## config.mk

```make
export PLATFORM = sky130hd
export DESIGN_NAME = dual_stick_cartesian_to_polar
export DESIGN_NICKNAME = d
export VERILOG_FILES = /design/src/hw/rtl/dsc_pkg.sv /design/src/hw/rtl/dsc_cordic.sv /design/src/hw/rtl/dsc_gain.sv /design/src/hw/rtl/dual_stick_cartesian_to_polar.sv
export SDC_FILE = /design/constraint.sdc
export NUM_CORES = 2
export LEC_CHECK = 0
export BUFFER_PORTS_ARGS = -buffer_cell sky130_fd_sc_hd__buf_2
export CORE_ASPECT_RATIO = 0.75
export CORE_MARGIN = 10
export CORE_UTILIZATION = 55
export CTS_BUF_LIST = sky130_fd_sc_hd__clkbuf_16
export DETAILED_ROUTE_END_ITERATION = 10
export HOLD_SLACK_MARGIN = 0.02
export PLACE_DENSITY = 0.77
export SLEW_MARGIN = 20
export SYNTH_ARGS = -nofsm -noshare
export SYNTH_HDL_FRONTEND = slang
export SYNTH_SLANG_ARGS = --single-unit
```

## constraint.sdc

```tcl
create_clock -name clk -period 10.8 [get_ports clk]
set_input_delay 0.54 -clock clk [delete_from_list [all_inputs] [get_ports clk]]
set_output_delay 0.54 -clock clk [all_outputs]
set_load 0.01 [all_outputs]
```

## src/hw/rtl/dsc_pkg.sv

```systemverilog
// ----------------------------------------------------------------------------
// dsc_pkg
// shared widths, constants and the arctangent table of the stick converter
// ----------------------------------------------------------------------------
package dsc_pkg;

  localparam int AXIS_W    = 16;
  localparam int RAD_W     = 15;
  localparam int ANGLE_W   = 16;
  localparam int GUARD     = 8;
  localparam int DP_W      = 27;
  localparam int MAG_W     = DP_W - 1;
  localparam int TURN_W    = 32;
  localparam int TBL_LEN   = 24;
  localparam int TBL_IDX_W = 5;

  localparam int ANGLE_BITS_DEF   = 16;
  localparam int CORDIC_STEPS_DEF = 16;

  localparam logic [TURN_W-1:0] GAIN_RECIP = 32'h9B74EDA8;
  localparam logic [RAD_W-1:0]  RAD_MAX    = 15'h7FFF;

  function automatic logic [TURN_W-1:0] atan_turn(input logic [TBL_IDX_W-1:0] idx);
    logic [TURN_W-1:0] v;
    unique case (idx)
      5'd0:    v = 32'h20000000;
      5'd1:    v = 32'h12E4051E;
      5'd2:    v = 32'h09FB385B;
      5'd3:    v = 32'h051111D4;
      5'd4:    v = 32'h028B0D43;
      5'd5:    v = 32'h0145D7E1;
      5'd6:    v = 32'h00A2F61E;
      5'd7:    v = 32'h00517C55;
      5'd8:    v = 32'h0028BE53;
      5'd9:    v = 32'h00145F2F;
      5'd10:   v = 32'h000A2F98;
      5'd11:   v = 32'h000517CC;
      5'd12:   v = 32'h00028BE6;
      5'd13:   v = 32'h000145F3;
      5'd14:   v = 32'h0000A2FA;
      5'd15:   v = 32'h0000517D;
      5'd16:   v = 32'h000028BE;
      5'd17:   v = 32'h0000145F;
      5'd18:   v = 32'h00000A30;
      5'd19:   v = 32'h00000518;
      5'd20:   v = 32'h0000028C;
      5'd21:   v = 32'h00000146;
      5'd22:   v = 32'h000000A3;
      5'd23:   v = 32'h00000051;
      default: v = '0;
    endcase
    return v;
  endfunction

endpackage

```

## src/hw/rtl/dsc_cordic.sv

```systemverilog
// ----------------------------------------------------------------------------
// dsc_cordic
// iterative vectoring cordic, one micro-rotation per cycle
// ----------------------------------------------------------------------------
module dsc_cordic
  import dsc_pkg::*;
#(
  parameter int CORDIC_STEPS = CORDIC_STEPS_DEF
) (
  input  logic                     clk,
  input  logic                     rst,
  input  logic                     start,
  input  logic signed [AXIS_W-1:0] x_in,
  input  logic signed [AXIS_W-1:0] y_in,
  output logic                     done,
  output logic signed [DP_W-1:0]   x_out,
  output logic [TURN_W-1:0]        z_out
);

  localparam int STEP_W = $clog2(CORDIC_STEPS);
  localparam logic [STEP_W-1:0] LAST = STEP_W'(CORDIC_STEPS - 1);

  logic                   running;
  logic [STEP_W-1:0]      step;
  logic signed [DP_W-1:0] cx, cy;
  logic [TURN_W-1:0]      z;
  logic signed [DP_W-1:0] xs, ys, sx, sy;
  logic [TURN_W-1:0]      at;

  always_comb begin
    xs = DP_W'(x_in) <<< GUARD;
    ys = DP_W'(y_in) <<< GUARD;
    sx = cx >>> step;
    sy = cy >>> step;
    at = atan_turn(TBL_IDX_W'(step));
  end

  always_ff @(posedge clk) begin
    if (rst) begin
      running <= 1'b0;
      done    <= 1'b0;
      step    <= '0;
    end else begin
      done <= running && !start && (step == LAST);
      if (start) begin
        running <= 1'b1;
        step    <= '0;
        if (x_in[AXIS_W-1]) begin
          cx <= -xs;
          cy <= -ys;
          z  <= 32'h80000000;
        end else begin
          cx <= xs;
          cy <= ys;
          z  <= '0;
        end
      end else if (running) begin
        if (cy > 0) begin
          cx <= cx + sy;
          cy <= cy - sx;
          z  <= z + at;
        end else begin
          cx <= cx - sy;
          cy <= cy + sx;
          z  <= z - at;
        end
        if (step == LAST) begin
          running <= 1'b0;
        end else begin
          step <= step + 1'b1;
        end
      end
    end
  end

  assign x_out = cx;
  assign z_out = z;

  a_done_idle: assert property (@(posedge clk) disable iff (rst) done |-> !running)
    else $error("cordic done while still rotating");
  a_last_done: assert property (@(posedge clk) disable iff (rst)
    running && step == LAST && !start |=> done)
    else $error("cordic missed done after last step");
  a_start_idle: assert property (@(posedge clk) disable iff (rst) start |-> !running)
    else $error("cordic restarted while busy");

endmodule

```

## src/hw/rtl/dsc_gain.sv

```systemverilog
// ----------------------------------------------------------------------------
// dsc_gain
// cordic gain correction: registered multiply, round half up, saturate
// ----------------------------------------------------------------------------
module dsc_gain
  import dsc_pkg::*;
(
  input  logic                   clk,
  input  logic                   load,
  input  logic signed [DP_W-1:0] x,
  output logic [RAD_W-1:0]       radius
);

  localparam int PROD_W = MAG_W + TURN_W;
  localparam int SH     = TURN_W + GUARD;
  localparam int HI_W   = PROD_W - SH;

  logic [MAG_W-1:0]  mag;
  logic [PROD_W-1:0] prod;
  logic [PROD_W-1:0] rsum;
  logic [HI_W-1:0]   hi;

  assign mag = (x > 0) ? x[MAG_W-1:0] : '0;

  always_ff @(posedge clk) begin
    if (load) begin
      prod <= {{TURN_W{1'b0}}, mag} * {{MAG_W{1'b0}}, GAIN_RECIP};
    end
  end

  always_comb begin
    rsum   = prod + (PROD_W'(1) << (SH - 1));
    hi     = rsum[PROD_W-1:SH];
    radius = (hi > HI_W'(RAD_MAX)) ? RAD_MAX : hi[RAD_W-1:0];
  end

endmodule

```

## src/hw/rtl/dual_stick_cartesian_to_polar.sv

```systemverilog
// ----------------------------------------------------------------------------
// dual_stick_cartesian_to_polar
// magnitude and binary angle of two analog sticks through one shared cordic
// ----------------------------------------------------------------------------
// the left stick and then the right stick pass in turn through start, cordic run and round,
//   a centered stick skips the cordic and gives a zero radius with its held angle
// one shared cordic: a new word is taken only in idle, after the last one reached the output
// a word can be taken while the previous result still waits at the output
// reset: sequencer idle, no result pending, held angles cleared to zero
module dual_stick_cartesian_to_polar
  import dsc_pkg::*;
#(
  parameter int ANGLE_BITS   = ANGLE_BITS_DEF,
  parameter int CORDIC_STEPS = CORDIC_STEPS_DEF
) (
  input  logic                     clk,
  input  logic                     rst,
  input  logic                     item_valid,
  output logic                     item_ready,
  input  logic signed [AXIS_W-1:0] left_x,
  input  logic signed [AXIS_W-1:0] left_y,
  input  logic signed [AXIS_W-1:0] right_x,
  input  logic signed [AXIS_W-1:0] right_y,
  output logic                     result_valid,
  input  logic                     result_ready,
  output logic [RAD_W-1:0]         left_radius,
  output logic [ANGLE_W-1:0]       left_angle,
  output logic [RAD_W-1:0]         right_radius,
  output logic [ANGLE_W-1:0]       right_angle
);

  localparam logic [2:0] S_IDLE  = 3'd0;
  localparam logic [2:0] S_START = 3'd1;
  localparam logic [2:0] S_RUN   = 3'd2;
  localparam logic [2:0] S_ROUND = 3'd3;
  localparam logic [2:0] S_OUT   = 3'd4;

  localparam int ANGLE_MASK_I = 65536 - (1 << (16 - ANGLE_BITS));
  localparam logic [ANGLE_W-1:0] ANGLE_MASK = ANGLE_W'(ANGLE_MASK_I);
  localparam logic [TURN_W-1:0]  ANGLE_HALF = TURN_W'(1) << (31 - ANGLE_BITS);

  logic [2:0]               state;
  logic                     sel;
  logic signed [AXIS_W-1:0] lx, ly, rx, ry;
  logic signed [AXIS_W-1:0] cur_x, cur_y;
  logic                     centered;
  logic [RAD_W-1:0]         res_radius [0:1];
  logic [ANGLE_W-1:0]       res_angle [0:1];
  logic [ANGLE_W-1:0]       held_angle [0:1];
  logic                     cstart, cdone;
  logic signed [DP_W-1:0]   cx;
  logic [TURN_W-1:0]        cz;
  logic [TURN_W-1:0]        asum;
  logic [ANGLE_W-1:0]       angle;
  logic [RAD_W-1:0]         gradius;
  logic                     out_free;

  always_comb begin
    cur_x    = sel ? rx : lx;
    cur_y    = sel ? ry : ly;
    centered = (cur_x == '0) && (cur_y == '0);
    cstart   = (state == S_START) && !centered;
    asum     = cz + ANGLE_HALF;
    angle    = asum[TURN_W-1:TURN_W-ANGLE_W] & ANGLE_MASK;
    out_free = !result_valid || result_ready;
  end

  assign item_ready = (state == S_IDLE);

  dsc_cordic #(
    .CORDIC_STEPS(CORDIC_STEPS)
  ) u_cordic (
    .clk   (clk),
    .rst   (rst),
    .start (cstart),
    .x_in  (cur_x),
    .y_in  (cur_y),
    .done  (cdone),
    .x_out (cx),
    .z_out (cz)
  );

  dsc_gain u_gain (
    .clk    (clk),
    .load   (cdone),
    .x      (cx),
    .radius (gradius)
  );

  always_ff @(posedge clk) begin
    if (rst) begin
      state         <= S_IDLE;
      sel           <= 1'b0;
      result_valid  <= 1'b0;
      held_angle[0] <= '0;
      held_angle[1] <= '0;
    end else begin
      if (result_valid && result_ready && (state != S_OUT)) begin
        result_valid <= 1'b0;
      end
      unique case (state)
        S_IDLE: begin
          if (item_valid) begin
            lx    <= left_x;
            ly    <= left_y;
            rx    <= right_x;
            ry    <= right_y;
            sel   <= 1'b0;
            state <= S_START;
          end
        end
        S_START: begin
          if (centered) begin
            res_radius[sel] <= '0;
            res_angle[sel]  <= held_angle[sel];
            sel             <= 1'b1;
            state           <= sel ? S_OUT : S_START;
          end else begin
            state <= S_RUN;
          end
        end
        S_RUN: begin
          if (cdone) begin
            held_angle[sel] <= angle;
            res_angle[sel]  <= angle;
            state           <= S_ROUND;
          end
        end
        S_ROUND: begin
          res_radius[sel] <= gradius;
          sel             <= 1'b1;
          state           <= sel ? S_OUT : S_START;
        end
        S_OUT: begin
          if (out_free) begin
            left_radius  <= res_radius[0];
            left_angle   <= res_angle[0];
            right_radius <= res_radius[1];
            right_angle  <= res_angle[1];
            result_valid <= 1'b1;
            state        <= S_IDLE;
          end
        end
        default: begin
          state <= S_IDLE;
        end
      endcase
    end
  end

  a_done_in_run: assert property (@(posedge clk) disable iff (rst) cdone |-> state == S_RUN)
    else $error("cordic finished outside run state");
  a_held_stable: assert property (@(posedge clk) disable iff (rst)
    !cdone |=> $stable(held_angle[0]) && $stable(held_angle[1]))
    else $error("held angle changed without a cordic result");
  a_busy_after_accept: assert property (@(posedge clk) disable iff (rst)
    item_valid && item_ready |=> !item_ready)
    else $error("new word taken while converting");

endmodule

```

Yosys cells after proc, flatten, opt, wreduce, memory -nomap -nowiden
Memories as Yosys holds them, arrays and structs flattened. A register that Yosys moved wholly into a read port is not among the register bits.
Cells that the tools add are included.
{"block": "totals", "regBits": 216, "latchBits": 0, "mem_bits_rw": 94, "rom_bits": 480, "input_bits": 68, "wordCells": 125, "n_memories": 4}
{"block": "classes", "addsub": 11, "mul": 1, "div_mod_pow": 0, "order_cmp": 3, "eq_ne": 10, "n_shift": 2, "n_mux": 53, "bitwise_logic": 4, "n_reduce_logical": 23}
{"memory": "(name not given)", "words": 16, "width": 30, "read_ports": 1, "rd_ports_with_merged_regs": 1, "wr": 0, "line": "dsc_pkg.sv:25", "text": "unique case (idx)"}
{"memory": "held_angle", "words": 2, "width": 16, "read_ports": 1, "rd_ports_with_merged_regs": 1, "wr": 2, "line": "dual_stick_cartesian_to_polar.sv:49", "text": "logic [ANGLE_W-1:0] held_angle [0:1];"}
{"memory": "res_angle", "words": 2, "width": 16, "read_ports": 2, "rd_ports_with_merged_regs": 2, "wr": 1, "line": "dual_stick_cartesian_to_polar.sv:48", "text": "logic [ANGLE_W-1:0] res_angle [0:1];"}
{"memory": "res_radius", "words": 2, "width": 15, "read_ports": 2, "rd_ports_with_merged_regs": 2, "wr": 1, "line": "dual_stick_cartesian_to_polar.sv:47", "text": "logic [RAD_W-1:0] res_radius [0:1];"}
{"cell": "2-to-1 mux 27 bit", "n": 8}
{"cell": "2-to-1 mux 32 bit", "n": 4}
{"cell": "2-to-1 mux 16 bit", "n": 4}
{"cell": "adder 58 x 40 -> 58 bit (second input constant)", "n": 1}
{"cell": "multiplier 26 x 29 -> 55 bit (second input constant)", "n": 1}
{"cell": "adder 27 bit", "n": 2}
{"cell": "greater-than comparator 27 x 1 -> 1 bit (second input constant)", "n": 2}
{"cell": "negator 24 -> 27 bit", "n": 2}
{"cell": ">>> shifter 27 x 4 -> 27 bit", "n": 2}
{"cell": "subtractor 27 bit", "n": 2}
{"cell": "adder 32 x 16 -> 32 bit (second input constant)", "n": 1}
{"cell": "adder 32 bit", "n": 1}
{"cell": "zero test 16 bit", "n": 2}
{"cell": "subtractor 32 bit", "n": 1}
{"cell": "2-to-1 mux 15 bit", "n": 2}
{"cell": "2-to-1 mux 26 bit", "n": 1}
{"cell": "2-to-1 mux 1 bit", "n": 25}
{"cell": "greater-than comparator 18 x 15 -> 1 bit (second input constant)", "n": 1}
{"cell": "OR reduction 16 bit", "n": 1}
{"cell": "2-to-1 mux 3 bit", "n": 5}
{"cell": "case mux 3 bit (5 select lines)", "n": 1}
{"cell": "AND reduction 3 bit", "n": 4}
{"cell": "2-to-1 mux 4 bit", "n": 2}
{"cell": "equality test 3 x 2 -> 1 bit (second input constant)", "n": 2}
{"cell": "18 further kinds", "n": 30}

Logic depth before layout (Yosys ltp)
{"block": "depth", "word_depth": 8, "mapped_depth": 33}

Modules after synthesis
Synthesis repeated with hierarchy kept, for this count alone.
{"block": "unflattened", "hier_cells": 3623, "hier_area_um2": 36860.4}
{"mod": "dsc_gain", "instances": 1, "cells_per_inst": 1474, "area_per_inst_um2": 14274.9}
{"mod": "dsc_cordic", "instances": 1, "cells_per_inst": 1662, "area_per_inst_um2": 14164.8}
{"mod": "dual_stick_cartesian_to_polar", "instances": 1, "cells_per_inst": 487, "area_per_inst_um2": 8420.6}

Worst setup path after synthesis
Ideal clock, no wire load.
{"block": "synth_path", "path_type": "register to register", "startpoint": "reg u_cordic.cx[16], in the netlist u_cordic.x_out[16]", "endpoint": "reg u_gain.prod[55] (data pin)", "setup_ps": 259, "t_arrival_ps": 7929, "required_ps": 10541, "path_slack_ps": 2611, "stages_incl_launch_ff": 30, "period_less_slack_ps": 8189, "cell_sequence": "edfxtp_1 or4_1 nor4_1 a41oi_1 clkbuf_1 clkbuf_1 nand2_1 inv_1 ha_1 inv_1 fa_1 fa_1 inv_1 fa_1 fa_1 fa_1 inv_1 fa_1 inv_1 ha_1 and3_1 nand4_1 or4_1 nor3_1 o21ai_0 o21ai_0 a21boi_0 o22ai_1 o21ai_0 xnor2_1"}
{"block": "synth_between", "elab_chain_cells": 3}
{"item": "start, declared", "line": "dsc_cordic.sv:25", "text": "logic signed [DP_W-1:0] cx, cy;"}
{"item": "start signal, assigned", "line": "dsc_cordic.sv:49", "text": "cx <= -xs;"}
{"item": "start signal, assigned", "line": "dsc_cordic.sv:53", "text": "cx <= xs;"}
{"item": "start signal, assigned", "line": "dsc_cordic.sv:59", "text": "cx <= cx + sy;"}
{"item": "greater-than comparator 27 x 1 -> 1 bit", "line": "dsc_gain.sv:23", "text": "assign mag = (x > 0) ? x[MAG_W-1:0] : '0;"}
{"item": "2-to-1 mux 26 bit (*)", "line": "dsc_gain.sv:23"}
{"item": "multiplier 26 x 29 -> 55 bit (*)", "line": "dsc_gain.sv:27", "text": "prod <= {{TURN_W{1'b0}}, mag} * {{MAG_W{1'b0}}, GAIN_RECIP};"}
{"item": "end signal, assigned", "line": "dsc_gain.sv:27"}
{"item": "end, declared", "line": "dsc_gain.sv:19", "text": "logic [PROD_W-1:0] prod;"}
Mark *: on every way between the ends. The rest lies on a longest branch, timed or not.
A chain may end at the register's enable or synchronous reset.

Worst setup path after layout
Same ends and word-level chain as after synthesis.

==> reports/qor.csv <==
stage,metric,value,unit
cts,CTS tree,done,
global_route,largest net degree at the start of global routing,75,
placement,DP Worst Slack,1.33,ns
logic_synthesis,Synth Register Bits,367,
cts,quantity of gates resized following cts,0,
floorplan,Ports,132,
routing,DRC violations left,0,
layout,P&R area growth vs syn,7.47,%
logic_synthesis,post-synth net total,4213,
sta,Slew @ Worst Pin,1.04,ns
cts,Clock Sink Count,367,
logic_synthesis,"top cells by area, synth","edfxtp_1 (27%), fa_1 (18%), ha_1 (12%)",
routing,WL/cell,21.4,um
sta,post-route clock period utilization,88.9,%
logic_synthesis,synth cell count leaders,"inv_1 (527), ha_1 (351), edfxtp_1 (325), fa_1 (318), nor2_1 (233)",
setup_path,crit path max fanout,20,
setup_path,CP Capture Type,flip-flop,
worst_hold_path,Hold EP,rx[9],
worst_hold_path,hold_sp,right_x[9],
cts,root buffer cell,clkbuf_16,
floorplan,Die Y,241,um
placement,Port Buffers,131,
setup_path,Critical Path RT,11.09,ns
floorplan,die footprint,76100,um2
outcome,status,"complete, no violations",
cts,CTS buffer count,37,
placement,dpl cells,4405,
sta,setup_tns,0,ns
logic_synthesis,count of flip-flops with a built-in enable after synthesis,325,
layout,multi-input logic area,22900,um2
floorplan,starting density of the core,55.4,%
routing,post-route ant nets,0,
global_route,total global-route track usage,25.0,%
logic_synthesis,Cells after Synth,3476,
setup_path,delay of the slowest critical-path stage,0.64,ns
global_route,number of global-route vias before repair,25463,
global_route,initial antenna violation count,1,
setup_path,Worst path most repeated cell,inv_1,
cts,Hold Buf Count CTS,0,
sta,final worst slack,1.19,ns
cts,Max H-tree Level,2,
logic_synthesis,Synth area leader,edfxtp_1,
cts,Clock Path Buffers,3,
setup_path,Critical Path AT,9.89,ns
worst_hold_path,HP Class,primary input to flip-flop,
setup_path,cell family with most CP delay,adder cells,
worst_hold_path,WHS Path Cells,1,
logic_synthesis,ys flop type,edfxtp_1,
sta,RSZ-0062 raised after global routing,false,
logic_synthesis,"Async S/R FF share, synth",0,%
layout,Finished Layout Cells,4472,
setup_path,worst path buffer plus inverter count,8,
setup_path,slowest CP cell,nor4_1,
routing,drt pass-1 iters,8,
logic_synthesis,top cell type's share of synthesized area,27.1,%
logic_synthesis,sequential area share after synthesis,29.5,%
routing,vias per cell,5.87,
setup_path,Reg2Reg Depth,29,
floorplan,Die Wd,315,um
sta,Max Freq,0.104,GHz
sta,crit path time final,9.61,ns
logic_synthesis,yosys warns,0,
setup_path,Setup crit start kind,flip-flop,
floorplan,core area,65000,um2
setup_path,Critical R2R Capture,u_gain.prod[55],
setup_path,R2R setup slack,1.19,ns
layout,layout cells sized above 1,9.25,%
global_route,global route total overflow,0,
cts,Post CTS Setup Buffer Count,0,
sta,"Slew Viols, Final",0,
global_route,first-pass GRT wire length,149,mm
setup_path,Worst R2R Start,u_cordic.x_out[16],
sta,Slew headroom,29.3,%
routing,DRT iter0 DRCs,3054,
placement,DPL Wire Length,77.9,mm
sta,Final setup viols,0,
routing,Via Count,26249,
floorplan,number of core rows,81,
layout,Seq. cell area,10600,um2
logic_synthesis,synthesized area per cell,10.3,um2
layout,Fillers,5422,
setup_path,Crit Path Category,flip-flop to flip-flop,
routing,Routed WL,95.7,mm
sta,Fin. Hold Viols,0,
cts,clock-pin slew on the worst setup and hold paths,0.06,ns
logic_synthesis,synth unique cells,95,
logic_synthesis,synthesized area,36000,um2
placement,routability-driven placement congestion ratio,1.04,
cts,latest clock arrival within the worst-skew pair,0.56,ns
logic_synthesis,most common cell in the netlist,inv_1,
layout,Layout Nets,4310,
sta,Setup Skew,0.0299,ns
job,MaxCap Viol Count,0,
-- sequential cells by signal, summed over array words and instances, names as in the netlist, 3 cells and up, named ones only --
signal          flops
held_angle         32
left_angle         16
left_radius        15
lx                 16
ly                 16
res_angle          32
res_radius         30
right_angle        16
right_radius       15
rx                 16
ry                 16
state               3
u_cordic.at        30
u_cordic.cy        27
u_cordic.step       4
u_cordic.x_out     27
u_cordic.z_out     32
u_gain.prod        19
-- kinds of logic after synthesis --
kind of cell             count (synthesis)  share of synthesized area (%)
AND/OR/NAND/NOR                        776                           10.4
adder cells (fa/ha/maj)                669                           29.9
buffers and inverters                  630                           6.98
AO/OA/AOI/OAI                          628                           10.9
flip-flops                             367                           29.5
XOR/XNOR                               228                           5.55
multiplexers                           178                           6.73
-- per-stage QoR --
step           cell area [um2]  hold WS (ns)  utilization (%)
6_report                 38600         0.161             59.5
5_1_grt                  38600         0.139             59.5
4_1_cts                  38600         0.143             59.5
3_5_place_dp             37500         0.405             57.7
3_3_place_gp             37400         0.400             57.6
2_1_floorplan            36000         0.400                -
-- how the worst max path moves through the flow --
stage | from | to | slack (ns) | depth (start not counted)
2_1_floorplan | u_cordic.x_out[16] | u_gain.prod[55] | 2.61 | 29
3_3_place_gp | u_cordic.x_out[16] | u_gain.prod[55] | 1.37 | 29
3_5_place_dp | u_cordic.x_out[16] | u_gain.prod[55] | 1.33 | 29
4_1_cts | u_cordic.x_out[16] | u_gain.prod[55] | 1.29 | 29
5_1_grt | u_cordic.x_out[16] | u_gain.prod[55] | 0.76 | 29
6_report | u_cordic.x_out[16] | u_gain.prod[55] | 1.19 | 29
-- worst reg2reg max path, delay by kind of cell, from the launching register on --
| kind | cells | cell delay (ns) |
|---|---|---|
| AND/OR/NAND/NOR | 5 | 2.12 |
| flip-flops | 1 | 0.49 |
| adder cells (fa/ha/maj) | 8 | 3.89 |
| XOR/XNOR | 1 | 0.08 |
| buffers and inverters | 8 | 0.85 |
| AO/OA/AOI/OAI | 7 | 1.90 |
-- cell type report --
cell class / instances / area share (%)
Timing Repair Buffer: 156 / 2.18
Multi-Input combinational cell: 2479 / 59.3
Clock inverter: 25 / 0.395
Tap cell: 871 / 2.82
Antenna cell: 1 / 0.00648
Clock buffer: 41 / 2.65
Sequential cell: 367 / 27.5
Inverter: 532 / 5.17
-- per-layer routing --
layer / up-vias / wire length [um] / global-route usage [%]
met2: 1199 / 38100 / 34.4
li1: 12223 / - / -
met5: - / 0 / 0
met1: 12721 / 45100 / 38.4
met3: 106 / 11100 / 8.20
met4: 0 / 1280 / 3.27
-- layout by cell type, fill, tap and decap left out, types with 23 or more instances in the layout --
cell	synthesis	routed
nor2b_1	33	33
xnor2_1	121	121
and3_1	26	25
mux2_2	36	36
nor2_1	233	232
mux4_2	24	24
nor4_1	23	23
mux2i_1	96	95
o21ai_0	155	155
xor2_1	107	107
a21oi_1	182	181
nand3_1	55	55
nand2_1	200	200
clkbuf_16	0	41
nor3_1	54	50
inv_1	527	532
ha_1	351	351
buf_4	4	25
fa_1	318	318
buf_2	11	131
and2_1	26	25
a31oi_1	30	30
nand2b_1	30	30
a21o_1	75	75
dfxtp_1	42	37
edfxtp_1	325	325
Power is left out: the tool's default activity adds up to more than one toggle a clock period on the data nets, which glitch-free logic cannot reach.
